## config.mk

```make
export PLATFORM = sky130hd
export DESIGN_NAME = pulse_beat_detector_core_flat
export DESIGN_NICKNAME = d
export VERILOG_FILES = /design/src/sv/pbd_pkg.sv /design/src/sv/pbd_in_if.sv /design/src/sv/pbd_out_if.sv /design/src/sv/pbd_dc_est.sv /design/src/sv/pbd_fir.sv /design/src/sv/pbd_beat.sv /design/src/sv/pulse_beat_detector_core.sv /design/src/flat_wrapper.sv
export SDC_FILE = /design/constraint.sdc
export NUM_CORES = 2
export LEC_CHECK = 0
export ABC_AREA = 1
export BUFFER_PORTS_ARGS = -buffer_cell sky130_fd_sc_hd__buf_4
export CORE_AREA = 2 2 394 396
export CTS_CLUSTER_DIAMETER = 200
export DETAILED_ROUTE_END_ITERATION = 12
export DIE_AREA = 0 0 396 398
export PLACE_DENSITY = 0.7
export SYNTH_ARGS = -nofsm -noshare
export SYNTH_HDL_FRONTEND = slang
export SYNTH_SLANG_ARGS = --single-unit
```

## constraint.sdc

```tcl
create_clock -name clk_i -period 10.4 [get_ports clk_i]
set_input_delay 1.04 -clock clk_i [delete_from_list [all_inputs] [get_ports clk_i]]
set_output_delay 1.04 -clock clk_i [all_outputs]
set_load 0.005 [all_outputs]
```

## src/sv/pbd_pkg.sv

```systemverilog
// ----------------------------------------------------------------------------
// pbd_pkg: shared definitions of the pulse beat detector
// Register indexes, filter coefficients, field widths and the stage load
// enables that the pipeline control hands to each datapath module.
// ----------------------------------------------------------------------------
`timescale 1ns / 1ps
`default_nettype none

package pbd_pkg;

  localparam int unsigned SampleW = 16;
  localparam int unsigned AccW    = 32;
  localparam int unsigned CoefW   = 13;
  localparam int unsigned ProdW   = 30;
  localparam int unsigned SumW    = 34;
  localparam int unsigned DcShift = 4;
  localparam int unsigned EstLsb  = 15;
  localparam int unsigned AcLsb   = 15;
  localparam int unsigned FirTaps = 23;
  localparam int unsigned FirCoefs = 12;
  localparam int unsigned FirCentre = 11;

  localparam logic [CoefW-1:0] LP_COEF [FirCoefs] = '{
    13'd172, 13'd321, 13'd579, 13'd927, 13'd1360, 13'd1858,
    13'd2390, 13'd2916, 13'd3391, 13'd3768, 13'd4012, 13'd4096
  };

  localparam logic CFG_MIN_SWING = 1'b0;
  localparam logic CFG_MAX_SWING = 1'b1;

  localparam logic [SampleW-1:0] MIN_SWING_RST = 16'd20;
  localparam logic [SampleW-1:0] MAX_SWING_RST = 16'd1000;

  typedef struct packed {
    logic ld_s1;
    logic ld_s2;
    logic ld_s3;
    logic ld_s4;
  } stage_en_t;

endpackage

`default_nettype wire

```

## src/sv/pbd_in_if.sv

```systemverilog
// ----------------------------------------------------------------------------
// pbd_in_if: sample request channel
// Carries one raw optical sample per request with a valid/ready handshake.
// ----------------------------------------------------------------------------
`timescale 1ns / 1ps
`default_nettype none

interface pbd_in_if;
  logic        valid;
  logic        ready;
  logic [15:0] sample;

  modport source (output valid, output sample, input ready);
  modport sink (input valid, input sample, output ready);
endinterface

`default_nettype wire

```

## src/sv/pbd_out_if.sv

```systemverilog
// ----------------------------------------------------------------------------
// pbd_out_if: result request channel
// Carries the beat flag, the filtered AC value and the DC estimate.
// ----------------------------------------------------------------------------
`timescale 1ns / 1ps
`default_nettype none

interface pbd_out_if;
  logic               valid;
  logic               ready;
  logic               beat;
  logic signed [15:0] ac_value;
  logic signed [15:0] dc_estimate;

  modport source (output valid, output beat, output ac_value, output dc_estimate,
                  input ready);
  modport sink (input valid, input beat, input ac_value, input dc_estimate,
                output ready);
endinterface

`default_nettype wire

```

## src/sv/pbd_dc_est.sv

```systemverilog
// ----------------------------------------------------------------------------
// pbd_dc_est: input register and DC estimator
// Holds the accepted sample, runs the leaky accumulator and produces the
// DC estimate and the DC-free sample that enters the filter.
// ----------------------------------------------------------------------------
`timescale 1ns / 1ps
`default_nettype none

module pbd_dc_est (
  input  wire                                     clk_i,
  input  wire                                     rst_ni,
  input  pbd_pkg::stage_en_t                      en_i,
  input  wire        [pbd_pkg::SampleW-1:0]       sample_i,
  output logic       [pbd_pkg::SampleW-1:0]       ac_in_o,
  output logic signed [pbd_pkg::SampleW-1:0]      est_o
);

  logic        [pbd_pkg::SampleW-1:0] sample_q;
  logic signed [pbd_pkg::AccW-1:0]    acc_q, acc_d;
  logic signed [pbd_pkg::SumW-1:0]    acc_ext, x_ext, step;
  logic signed [pbd_pkg::SampleW-1:0] est_d, est_q;

  always_comb begin
    acc_ext = pbd_pkg::SumW'(acc_q);
    x_ext   = $signed({3'b000, sample_q, 15'd0});
    step    = (x_ext - acc_ext) >>> pbd_pkg::DcShift;
    acc_d   = acc_q + step[pbd_pkg::AccW-1:0];
    est_d   = acc_d[pbd_pkg::EstLsb +: pbd_pkg::SampleW];
  end

  assign ac_in_o = sample_q - est_d;
  assign est_o   = est_q;

  always_ff @(posedge clk_i or negedge rst_ni) begin
    if (!rst_ni) begin
      acc_q <= '0;
    end else if (en_i.ld_s2) begin
      acc_q <= acc_d;
    end
  end

  always_ff @(posedge clk_i) begin
    if (en_i.ld_s1) begin
      sample_q <= sample_i;
    end
    if (en_i.ld_s2) begin
      est_q <= est_d;
    end
  end

endmodule

`default_nettype wire

```

## src/sv/pbd_fir.sv

```systemverilog
// ----------------------------------------------------------------------------
// pbd_fir: symmetric low-pass filter
// A shift line of the last 23 DC-free samples, a registered row of pair
// products and the sum that gives the AC value.
// ----------------------------------------------------------------------------
`timescale 1ns / 1ps
`default_nettype none

module pbd_fir (
  input  wire                                clk_i,
  input  wire                                rst_ni,
  input  pbd_pkg::stage_en_t                 en_i,
  input  wire        [pbd_pkg::SampleW-1:0]  ac_in_i,
  output logic signed [pbd_pkg::SampleW-1:0] ac_o
);

  logic        [pbd_pkg::SampleW-1:0] taps_q [pbd_pkg::FirTaps];
  logic signed [pbd_pkg::ProdW-1:0]   prod_d [pbd_pkg::FirCoefs];
  logic signed [pbd_pkg::ProdW-1:0]   prod_q [pbd_pkg::FirCoefs];
  logic signed [pbd_pkg::SampleW-1:0] pair   [pbd_pkg::FirCoefs];
  logic signed [pbd_pkg::CoefW:0]     coef   [pbd_pkg::FirCoefs];
  logic signed [pbd_pkg::SumW-1:0]    sum;

  always_comb begin
    for (int i = 0; i < pbd_pkg::FirCoefs; i++) begin
      coef[i] = $signed({1'b0, pbd_pkg::LP_COEF[i]});
      if (i == pbd_pkg::FirCentre) begin
        pair[i] = $signed(taps_q[i]);
      end else begin
        pair[i] = $signed(taps_q[i] + taps_q[pbd_pkg::FirTaps-1-i]);
      end
      prod_d[i] = coef[i] * pair[i];
    end
  end

  always_comb begin
    sum = '0;
    for (int i = 0; i < pbd_pkg::FirCoefs; i++) begin
      sum = sum + pbd_pkg::SumW'(prod_q[i]);
    end
  end

  assign ac_o = sum[pbd_pkg::AcLsb +: pbd_pkg::SampleW];

  always_ff @(posedge clk_i or negedge rst_ni) begin
    if (!rst_ni) begin
      for (int i = 0; i < pbd_pkg::FirTaps; i++) begin
        taps_q[i] <= '0;
      end
    end else if (en_i.ld_s2) begin
      taps_q[0] <= ac_in_i;
      for (int i = 1; i < pbd_pkg::FirTaps; i++) begin
        taps_q[i] <= taps_q[i-1];
      end
    end
  end

  always_ff @(posedge clk_i) begin
    if (en_i.ld_s3) begin
      for (int i = 0; i < pbd_pkg::FirCoefs; i++) begin
        prod_q[i] <= prod_d[i];
      end
    end
  end

endmodule

`default_nettype wire

```

## src/sv/pbd_beat.sv

```systemverilog
// ----------------------------------------------------------------------------
// pbd_beat: zero-crossing beat detector and result register
// Tracks peak and trough between crossings of the AC value and flags a beat
// on a rising crossing whose swing lies between the two thresholds.
// ----------------------------------------------------------------------------
`timescale 1ns / 1ps
`default_nettype none

module pbd_beat (
  input  wire                                clk_i,
  input  wire                                rst_ni,
  input  pbd_pkg::stage_en_t                 en_i,
  input  wire        [pbd_pkg::SampleW-1:0]  min_swing_i,
  input  wire        [pbd_pkg::SampleW-1:0]  max_swing_i,
  input  wire signed [pbd_pkg::SampleW-1:0]  ac_i,
  input  wire signed [pbd_pkg::SampleW-1:0]  est_i,
  output logic                               beat_o,
  output logic signed [pbd_pkg::SampleW-1:0] ac_o,
  output logic signed [pbd_pkg::SampleW-1:0] est_o
);

  logic signed [pbd_pkg::SampleW-1:0] last_q, peak_q, peak_d, trough_q, trough_d;
  logic signed [pbd_pkg::SampleW-1:0] peak_mid, trough_mid;
  logic                               rising_q, rising_d, falling_q, falling_d;
  logic                               rise, fall, beat_d;
  logic signed [pbd_pkg::SampleW+1:0] swing, min_ext, max_ext;

  always_comb begin
    rise    = last_q[pbd_pkg::SampleW-1] && !ac_i[pbd_pkg::SampleW-1];
    fall    = (last_q > 0) && (ac_i <= 0);
    swing   = $signed({{2{peak_q[pbd_pkg::SampleW-1]}}, peak_q})
              - $signed({{2{trough_q[pbd_pkg::SampleW-1]}}, trough_q});
    min_ext = $signed({2'b00, min_swing_i});
    max_ext = $signed({2'b00, max_swing_i});
    beat_d  = rise && (swing > min_ext) && (swing < max_ext);

    rising_d   = rising_q;
    falling_d  = falling_q;
    peak_mid   = peak_q;
    trough_mid = trough_q;
    if (rise) begin
      rising_d  = 1'b1;
      falling_d = 1'b0;
      peak_mid  = '0;
    end
    if (fall) begin
      rising_d   = 1'b0;
      falling_d  = 1'b1;
      trough_mid = '0;
    end
    peak_d   = (rising_d && (ac_i > last_q)) ? ac_i : peak_mid;
    trough_d = (falling_d && (ac_i < last_q)) ? ac_i : trough_mid;
  end

  always_ff @(posedge clk_i or negedge rst_ni) begin
    if (!rst_ni) begin
      last_q    <= '0;
      peak_q    <= '0;
      trough_q  <= '0;
      rising_q  <= 1'b0;
      falling_q <= 1'b0;
    end else if (en_i.ld_s4) begin
      last_q    <= ac_i;
      peak_q    <= peak_d;
      trough_q  <= trough_d;
      rising_q  <= rising_d;
      falling_q <= falling_d;
    end
  end

  always_ff @(posedge clk_i) begin
    if (en_i.ld_s4) begin
      beat_o <= beat_d;
      ac_o   <= ac_i;
      est_o  <= est_i;
    end
  end

endmodule

`default_nettype wire

```

## src/sv/pulse_beat_detector_core.sv

```systemverilog
// ----------------------------------------------------------------------------
// pulse_beat_detector_core: optical pulse beat detector
// Removes the DC level from raw optical samples, low-pass filters the rest
// and flags heartbeats at rising zero crossings of the filtered signal.
//
// Samples arrive on in_ch and results leave on out_ch; both use valid/ready
// and a request moves at a rising edge with valid and ready high. Each
// sample yields exactly one result: the beat flag, the AC value and the DC
// estimate. The datapath is four registered stages (input register, DC
// estimator with the filter shift line, pair products, sum with beat
// detection and result register), and each sample passes through them in
// that order. One sample is taken every cycle while results drain.
// The swing thresholds are written through cfg_we_i, cfg_idx_i and
// cfg_data_i; the user must write them only while no request is in
// flight, as the block itself does not enforce it. Reset empties the
// pipeline, zeroes the accumulator, shift line and crossing tracker, and
// restores the thresholds to 20 and 1000. When the receiver stalls, each
// stage holds its request; bubbles are squeezed out and in_ch.ready falls
// once all four stages are full.
// ----------------------------------------------------------------------------
`timescale 1ns / 1ps
`default_nettype none

module pulse_beat_detector_core (
  input  wire                          clk_i,
  input  wire                          rst_ni,
  pbd_in_if.sink                       in_ch,
  pbd_out_if.source                    out_ch,
  input  wire                          cfg_we_i,
  input  wire                          cfg_idx_i,
  input  wire [pbd_pkg::SampleW-1:0]   cfg_data_i
);

  logic                               v1_q, v2_q, v3_q, v4_q;
  logic                               take1, take2, take3, take4;
  pbd_pkg::stage_en_t                 en;
  logic [pbd_pkg::SampleW-1:0]        min_swing_q, max_swing_q;
  logic [pbd_pkg::SampleW-1:0]        ac_in;
  logic signed [pbd_pkg::SampleW-1:0] est_s2, est_s3_q, ac_s3;

  always_comb begin
    take4 = !v4_q || out_ch.ready;
    take3 = !v3_q || take4;
    take2 = !v2_q || take3;
    take1 = !v1_q || take2;
    en.ld_s1 = take1 && in_ch.valid;
    en.ld_s2 = take2 && v1_q;
    en.ld_s3 = take3 && v2_q;
    en.ld_s4 = take4 && v3_q;
  end

  assign in_ch.ready  = take1;
  assign out_ch.valid = v4_q;

  always_ff @(posedge clk_i or negedge rst_ni) begin
    if (!rst_ni) begin
      v1_q        <= 1'b0;
      v2_q        <= 1'b0;
      v3_q        <= 1'b0;
      v4_q        <= 1'b0;
      min_swing_q <= pbd_pkg::MIN_SWING_RST;
      max_swing_q <= pbd_pkg::MAX_SWING_RST;
    end else begin
      if (take1) begin
        v1_q <= in_ch.valid;
      end
      if (take2) begin
        v2_q <= v1_q;
      end
      if (take3) begin
        v3_q <= v2_q;
      end
      if (take4) begin
        v4_q <= v3_q;
      end
      if (cfg_we_i) begin
        unique case (cfg_idx_i)
          pbd_pkg::CFG_MIN_SWING: min_swing_q <= cfg_data_i;
          pbd_pkg::CFG_MAX_SWING: max_swing_q <= cfg_data_i;
          default: ;
        endcase
      end
    end
  end

  always_ff @(posedge clk_i) begin
    if (en.ld_s3) begin
      est_s3_q <= est_s2;
    end
  end

  pbd_dc_est u_dc_est (
    .clk_i    (clk_i),
    .rst_ni   (rst_ni),
    .en_i     (en),
    .sample_i (in_ch.sample),
    .ac_in_o  (ac_in),
    .est_o    (est_s2)
  );

  pbd_fir u_fir (
    .clk_i   (clk_i),
    .rst_ni  (rst_ni),
    .en_i    (en),
    .ac_in_i (ac_in),
    .ac_o    (ac_s3)
  );

  pbd_beat u_beat (
    .clk_i       (clk_i),
    .rst_ni      (rst_ni),
    .en_i        (en),
    .min_swing_i (min_swing_q),
    .max_swing_i (max_swing_q),
    .ac_i        (ac_s3),
    .est_i       (est_s3_q),
    .beat_o      (out_ch.beat),
    .ac_o        (out_ch.ac_value),
    .est_o       (out_ch.dc_estimate)
  );

endmodule

`default_nettype wire
```

## src/flat_wrapper.sv

```systemverilog
// flat-port wrapper written by rule: the top's interface ports become plain ports
module pulse_beat_detector_core_flat 
  (clk_i, rst_ni, cfg_we_i, cfg_idx_i, cfg_data_i, in_ch_valid, in_ch_sample, in_ch_ready, out_ch_valid, out_ch_beat, out_ch_ac_value, out_ch_dc_estimate, out_ch_ready);
  pbd_in_if in_ch_i ();
  pbd_out_if out_ch_i ();
  input  wire clk_i;
  input  wire rst_ni;
  input  wire cfg_we_i;
  input  wire cfg_idx_i;
  input  wire [pbd_pkg::SampleW-1:0] cfg_data_i;
  input wire logic [$bits(in_ch_i.valid)-1:0] in_ch_valid;
  input wire logic [$bits(in_ch_i.sample)-1:0] in_ch_sample;
  output wire logic [$bits(in_ch_i.ready)-1:0] in_ch_ready;
  output wire logic [$bits(out_ch_i.valid)-1:0] out_ch_valid;
  output wire logic [$bits(out_ch_i.beat)-1:0] out_ch_beat;
  output wire logic [$bits(out_ch_i.ac_value)-1:0] out_ch_ac_value;
  output wire logic [$bits(out_ch_i.dc_estimate)-1:0] out_ch_dc_estimate;
  input wire logic [$bits(out_ch_i.ready)-1:0] out_ch_ready;
  assign in_ch_i.valid = in_ch_valid;
  assign in_ch_i.sample = in_ch_sample;
  assign in_ch_ready = in_ch_i.ready;
  assign out_ch_valid = out_ch_i.valid;
  assign out_ch_beat = out_ch_i.beat;
  assign out_ch_ac_value = out_ch_i.ac_value;
  assign out_ch_dc_estimate = out_ch_i.dc_estimate;
  assign out_ch_i.ready = out_ch_ready;
  pulse_beat_detector_core u_core (.clk_i(clk_i), .rst_ni(rst_ni), .in_ch(in_ch_i), .out_ch(out_ch_i), .cfg_we_i(cfg_we_i), .cfg_idx_i(cfg_idx_i), .cfg_data_i(cfg_data_i));
endmodule
```

; ---- Word-level counts from Yosys, hierarchy flattened
; Memories as Yosys holds them, arrays and structs flattened.
; Cells that the tools add are included.
[word_totals]
reg_bits = 567
latch_bits = 0
ram_bits = 360
mem_bits_ro = 0
in_bits = 38
output_inout_bits = 35
elab_cells = 121
memories = 1
[memory_table]
columns = name, depth, word_bits, rd, rd_clocked_by_memory_dff, write_ports, line
row1 = u_core.u_fir.prod_q, 12, 30, 12, 0, 12, pbd_fir.sv:19  ; logic signed [pbd_pkg::ProdW-1:0] prod_q [pbd_pkg::FirCoefs];
[op_classes]
addsub = 26
mul = 11
div = 0
n_lt_le_gt_ge = 6
eq_ne = 0
n_shift = 0
n_mux = 10
n_bitwise = 1
n_reduce_logical = 25
[op_table]
columns = operator, count
row1 = $add A31 B30 Y31, 10
row2 = $add A16 B16 Y16, 11
row3 = $mul A11 B16 Y27 const A, 5
row4 = $mux W16, 4
row5 = $mul A10 B16 Y26 const A, 2
row6 = $sub A32 B32 Y33, 1
row7 = $add A32 B32 Y32, 1
row8 = $add A30 B30 Y31, 1
row9 = $mul A13 B16 Y29 const A, 1
row10 = $mul A12 B16 Y28 const A, 1
row11 = $mul A8 B16 Y24 const A, 1
row12 = $mul A7 B16 Y23 const A, 1
row13 = $gt A17 B17 Y1, 1
row14 = $lt A17 B17 Y1, 1
row15 = $sub A16 B16 Y17, 1
row16 = $gt A16 B1 Y1 const B, 1
row17 = $gt A16 B16 Y1, 1
row18 = $le A16 B1 Y1 const B, 1
row19 = $lt A16 B16 Y1, 1
row20 = $sub A16 B16 Y16, 1
row21 = $logic_and A1 B1 Y1, 10
row22 = $reduce_and A2 Y1, 4
row23 = $mux W1, 6
row24 = $logic_not A1 Y1, 5
row25 = 3 further kinds, 7

; ---- Logic depth before layout (Yosys ltp)
; An unclocked memory read counts as a cell.
[depth]
ltp_word = 19
depth_mapped = 39
ltp_nobuf = 38

; ---- Hierarchy
; From an unflattened synthesis, not the netlist that was laid out.
[hier_totals]
hier_cells = 9438
area_unflattened_um2 = 86277.7
[by_module_without_submodules]
columns = mod, n_inst, cells_per_inst, area_each_um2, seq_area_each_um2
row1 = pbd_fir, 1, 7769, 72841.1, 18427.7
row2 = pbd_dc_est, 1, 869, 6253.5, 1761.7
row3 = pbd_beat, 1, 639, 5186.2, 2242.2
row4 = pulse_beat_detector_core, 1, 161, 1996.9, 1391.3

; ---- Least setup slack after synthesis
; No wires, ideal clock.
[synth_path]
kind = input -> register
from = input out_ch_ready
to = register u_core.est_s3_q[0] (netlist bit) (enable)
setup_time_ns = 0.673
arrival_ns = 7.494
required_time_ns = 9.727
path_slack_ns = 2.233
cell_stages = 6
n_path_buf = 0
path_cell_list = nor2_1 inv_1 nor2_1 inv_1 nand2_1 inv_1
[synth_rtl]
columns = element, line
row1 = "start, declared", flat_wrapper.sv:18  ; input wire logic [$bits(out_ch_i.ready)-1:0] out_ch_ready;
row2 = "end signal, assigned", pulse_beat_detector_core.sv:88  ; est_s3_q <= est_s2;
row3 = "end, declared", pulse_beat_detector_core.sv:39  ; logic signed [pbd_pkg::SampleW-1:0] est_s2, est_s3_q, ac_s3;

==> metrics <==
fin area=approximately 90000 sq um; crit-path max FO=8; Relative slew margins=between 15 and 20%; most common cell after layout, fill and taps aside=inv_1; Worst R2R Setup Slack=roughly 2.5 ns; Initial DRT Pass Iterations=6; post-CTS setup buffers=0; clock sinks=about 900; Slew Viols, Final=0; nets=about 11k; final WL=214 mm; RSZ-0062 raised after global routing=no; final hold violation count=0; Initial Util=54.7%; Hold Path Class=in2async; Critical-path top delay cell=xor2_1; # placed instances=between 10k and 15k; #FFs+latches synth=slightly below 900; Reg2Reg Depth=34; Worst Setup Start Kind=register; Ports=73; Synth Instances=about 9k; Placer Congestion=1.04; die height=~400 um; layout cell share with drive strength beyond 1=3.48%; Die ar.=~160000 sq um; total CTS buffers=96; Post-synth EDFFs=slightly below 400; slowest stage delay, CP=between 0.7 and 0.8 ns; number of vias per cell=around 5.3; Period Utilization, post-route=about three quarters; first-pass GRT wire length=between 300 and 400 mm; Fmax=126 MHz; Clock Skews=~0.027 ns; WL/cell=just under 20 um; Tightest Pin Transition=approximately 1.2 ns; DRC viols=0; htree depth=3; Final setup viols=0; most frequent CP cell=nand2_1; FP Rows=144; post-route non-filler standard cell count=roughly 11k; CTS tree=yes; gr usage total=between 20% and 30%; commonest cells after routing, fill and taps aside=inv_1 (2095), nand2_1 (1363), ha_1 (1149), fa_1 (880), o21ai_0 (615); FFs w/ async S/R, synth=roughly 56%; setup TNS=0 ns; register area share after synthesis=about 28%; Synth cell types=61; Clk Latency, worst-skew pair=about 0.7 ns; hpwl dp=between 150 and 200 mm; cells resized by post-CTS repair=0; Worst-path clk slew=around 0.06 ns; area grow syn2layout=7.56%; CTS Hold Bufs=0; number of DRC markers in iteration 0=between 4k and 5k; vias in the first global route=approximately 61k; Min Clock Period, post-route=~8 ns; Yosys warnings=0; average footprint of a synthesized cell=about 9.4 sq um; Primary FF master, synth=dfrtp_1; outcome=completed; port bufs=72; pin count of the biggest net entering global routing=around 220; Vias=between 50k and 60k; crit path kind=reg2reg; max_cap viols=0; critical path arrival=8.36 ns; ANT nets after route=0; Critical Path RT=~11 ns; clk buf depth=3; endpoint class of the critical path=register; dpl cell area=approximately 87000 sq um; core footprint=153000 sq um; Root Buffer=clkbuf_16; Mapped Area=between 80000 and 90000 sq um; global route total overflow=0; number of diodes=0; initial antenna violation count=5; DIE WIDTH=~400 um
per-stage QoR:
step                utilization, %  setup WS [ns]  hold WS (ns)
floorplan                        -           2.23         0.400
global placement              56.6           2.53         0.404
detailed placement            56.6           2.46         0.405
CTS                           58.8           2.46         0.398
global route                  58.8           1.92         0.425
finish                        58.8           2.49         0.398
worst max-delay path: cells and delay by family (launching register included):
kind | cells | cell delay [ns]
adders and majority gates | 8 | 3.38
and+or+nand+nor | 10 | 1.17
AOI/OAI and AO/OA | 10 | 1.51
xor gates and xnor gates | 2 | 0.81
buffers and inverters | 4 | 0.39
DFF | 1 | 0.38
layer usage:
layer | vias to the layer above | global-route usage [%] | wire [um]
met2 | 1567 | 45.9 | 100000
met5 | - | 0 | 0
met4 | 0 | 12.0 | 10800
met1 | 29000 | 36.7 | 89900
li1 | 28400 | - | -
met3 | 350 | 3.62 | 13000
area by class of cell:
class,instances,area [sq um]
Clock buffer,137,2880
Clock inverter,43,523
Fill cell,13100,63200
Inverter,2101,7900
Multi-Input combinational cell,5829,51700
Sequential cell,874,23800
Tap cell,2044,2560
Timing Repair Buffer,95,771
worst paths after layout:
kind	from	endpoint
worst max-delay path	u_core.u_fir.taps_q[48]	u_core.u_fir.prod_q[0][115]
worst min register to register	u_core.u_dc_est.est_o[14]	u_core.est_s3_q[14]
worst max register to register	u_core.u_fir.taps_q[48]	u_core.u_fir.prod_q[0][115]
worst min-delay path	rst_ni	u_core.u_fir.taps_q[171]
min in group clk_i	u_core.u_dc_est.est_o[14]	u_core.est_s3_q[14]
max in group asynchronous	rst_ni	u_core.u_fir.taps_q[347]
synth_stat cells, drive strengths merged, types with 11 or more instances:
master	count	area, sq um
xor2	355	3110
a31oi	42	263
nor3	47	240
a21o	33	248
nor2	252	981
o21bai	54	405
xnor2	145	1270
clkbuf	101	379
nand3	180	906
dfrtp	478	12000
o21ai	620	3110
o211ai	14	105
or2	14	87.6
inv	2100	7880
edfxtp	388	11700
ha	1149	14400
a21boi	25	191
nand4	40	256
o31ai	16	125
a21oi	498	2490
fa	880	17600
o221ai	11	96.3
nand2	1376	5200
flip-flops by register name, summed over array words and instances, names as in the netlist:
| name | flops |
|---|---|
| u_core.u_beat.ac_o | 16 |
| u_core.v1_q | 1 |
| u_core.max_swing_q | 16 |
| u_core.u_dc_est.est_o | 16 |
| u_core.u_fir.pair | 16 |
| u_core.u_beat.rising_q | 1 |
| u_core.est_s3_q | 16 |
| u_core.u_beat.peak_q | 16 |
| u_core.out_ch.valid | 1 |
| u_core.min_swing_q | 16 |
| u_core.u_fir.taps_q | 352 |
| u_core.u_beat.beat_o | 1 |
| u_core.u_dc_est.acc_q | 32 |
| u_core.u_beat.trough_q | 16 |
| u_core.v3_q | 1 |
| u_core.u_dc_est.sample_q | 16 |
| u_core.u_beat.last_q | 16 |
| u_core.v2_q | 1 |
| u_core.u_beat.falling_q | 1 |
| u_core.u_beat.est_o | 16 |
| u_core.u_fir.prod_q | 307 |
kinds of logic (layout without fill, tap and decap cells):
logic type | count (synthesis) | in the layout | share of synthesized area, %
fa+ha+maj | 2029 | 2029 | 38.2
other cells | 1 | 2 | 0.00447
compound gates | 1354 | 1354 | 8.79
mux | 2 | 2 | 0.0254
buf+inv | 2210 | 2376 | 9.92
simple gates | 1942 | 1942 | 9.42
flops | 874 | 874 | 28.4
xor+xnor | 500 | 500 | 5.23
Power is left out: the tool's default activity adds up to more than one toggle a clock period on the data nets, which glitch-free logic cannot reach.
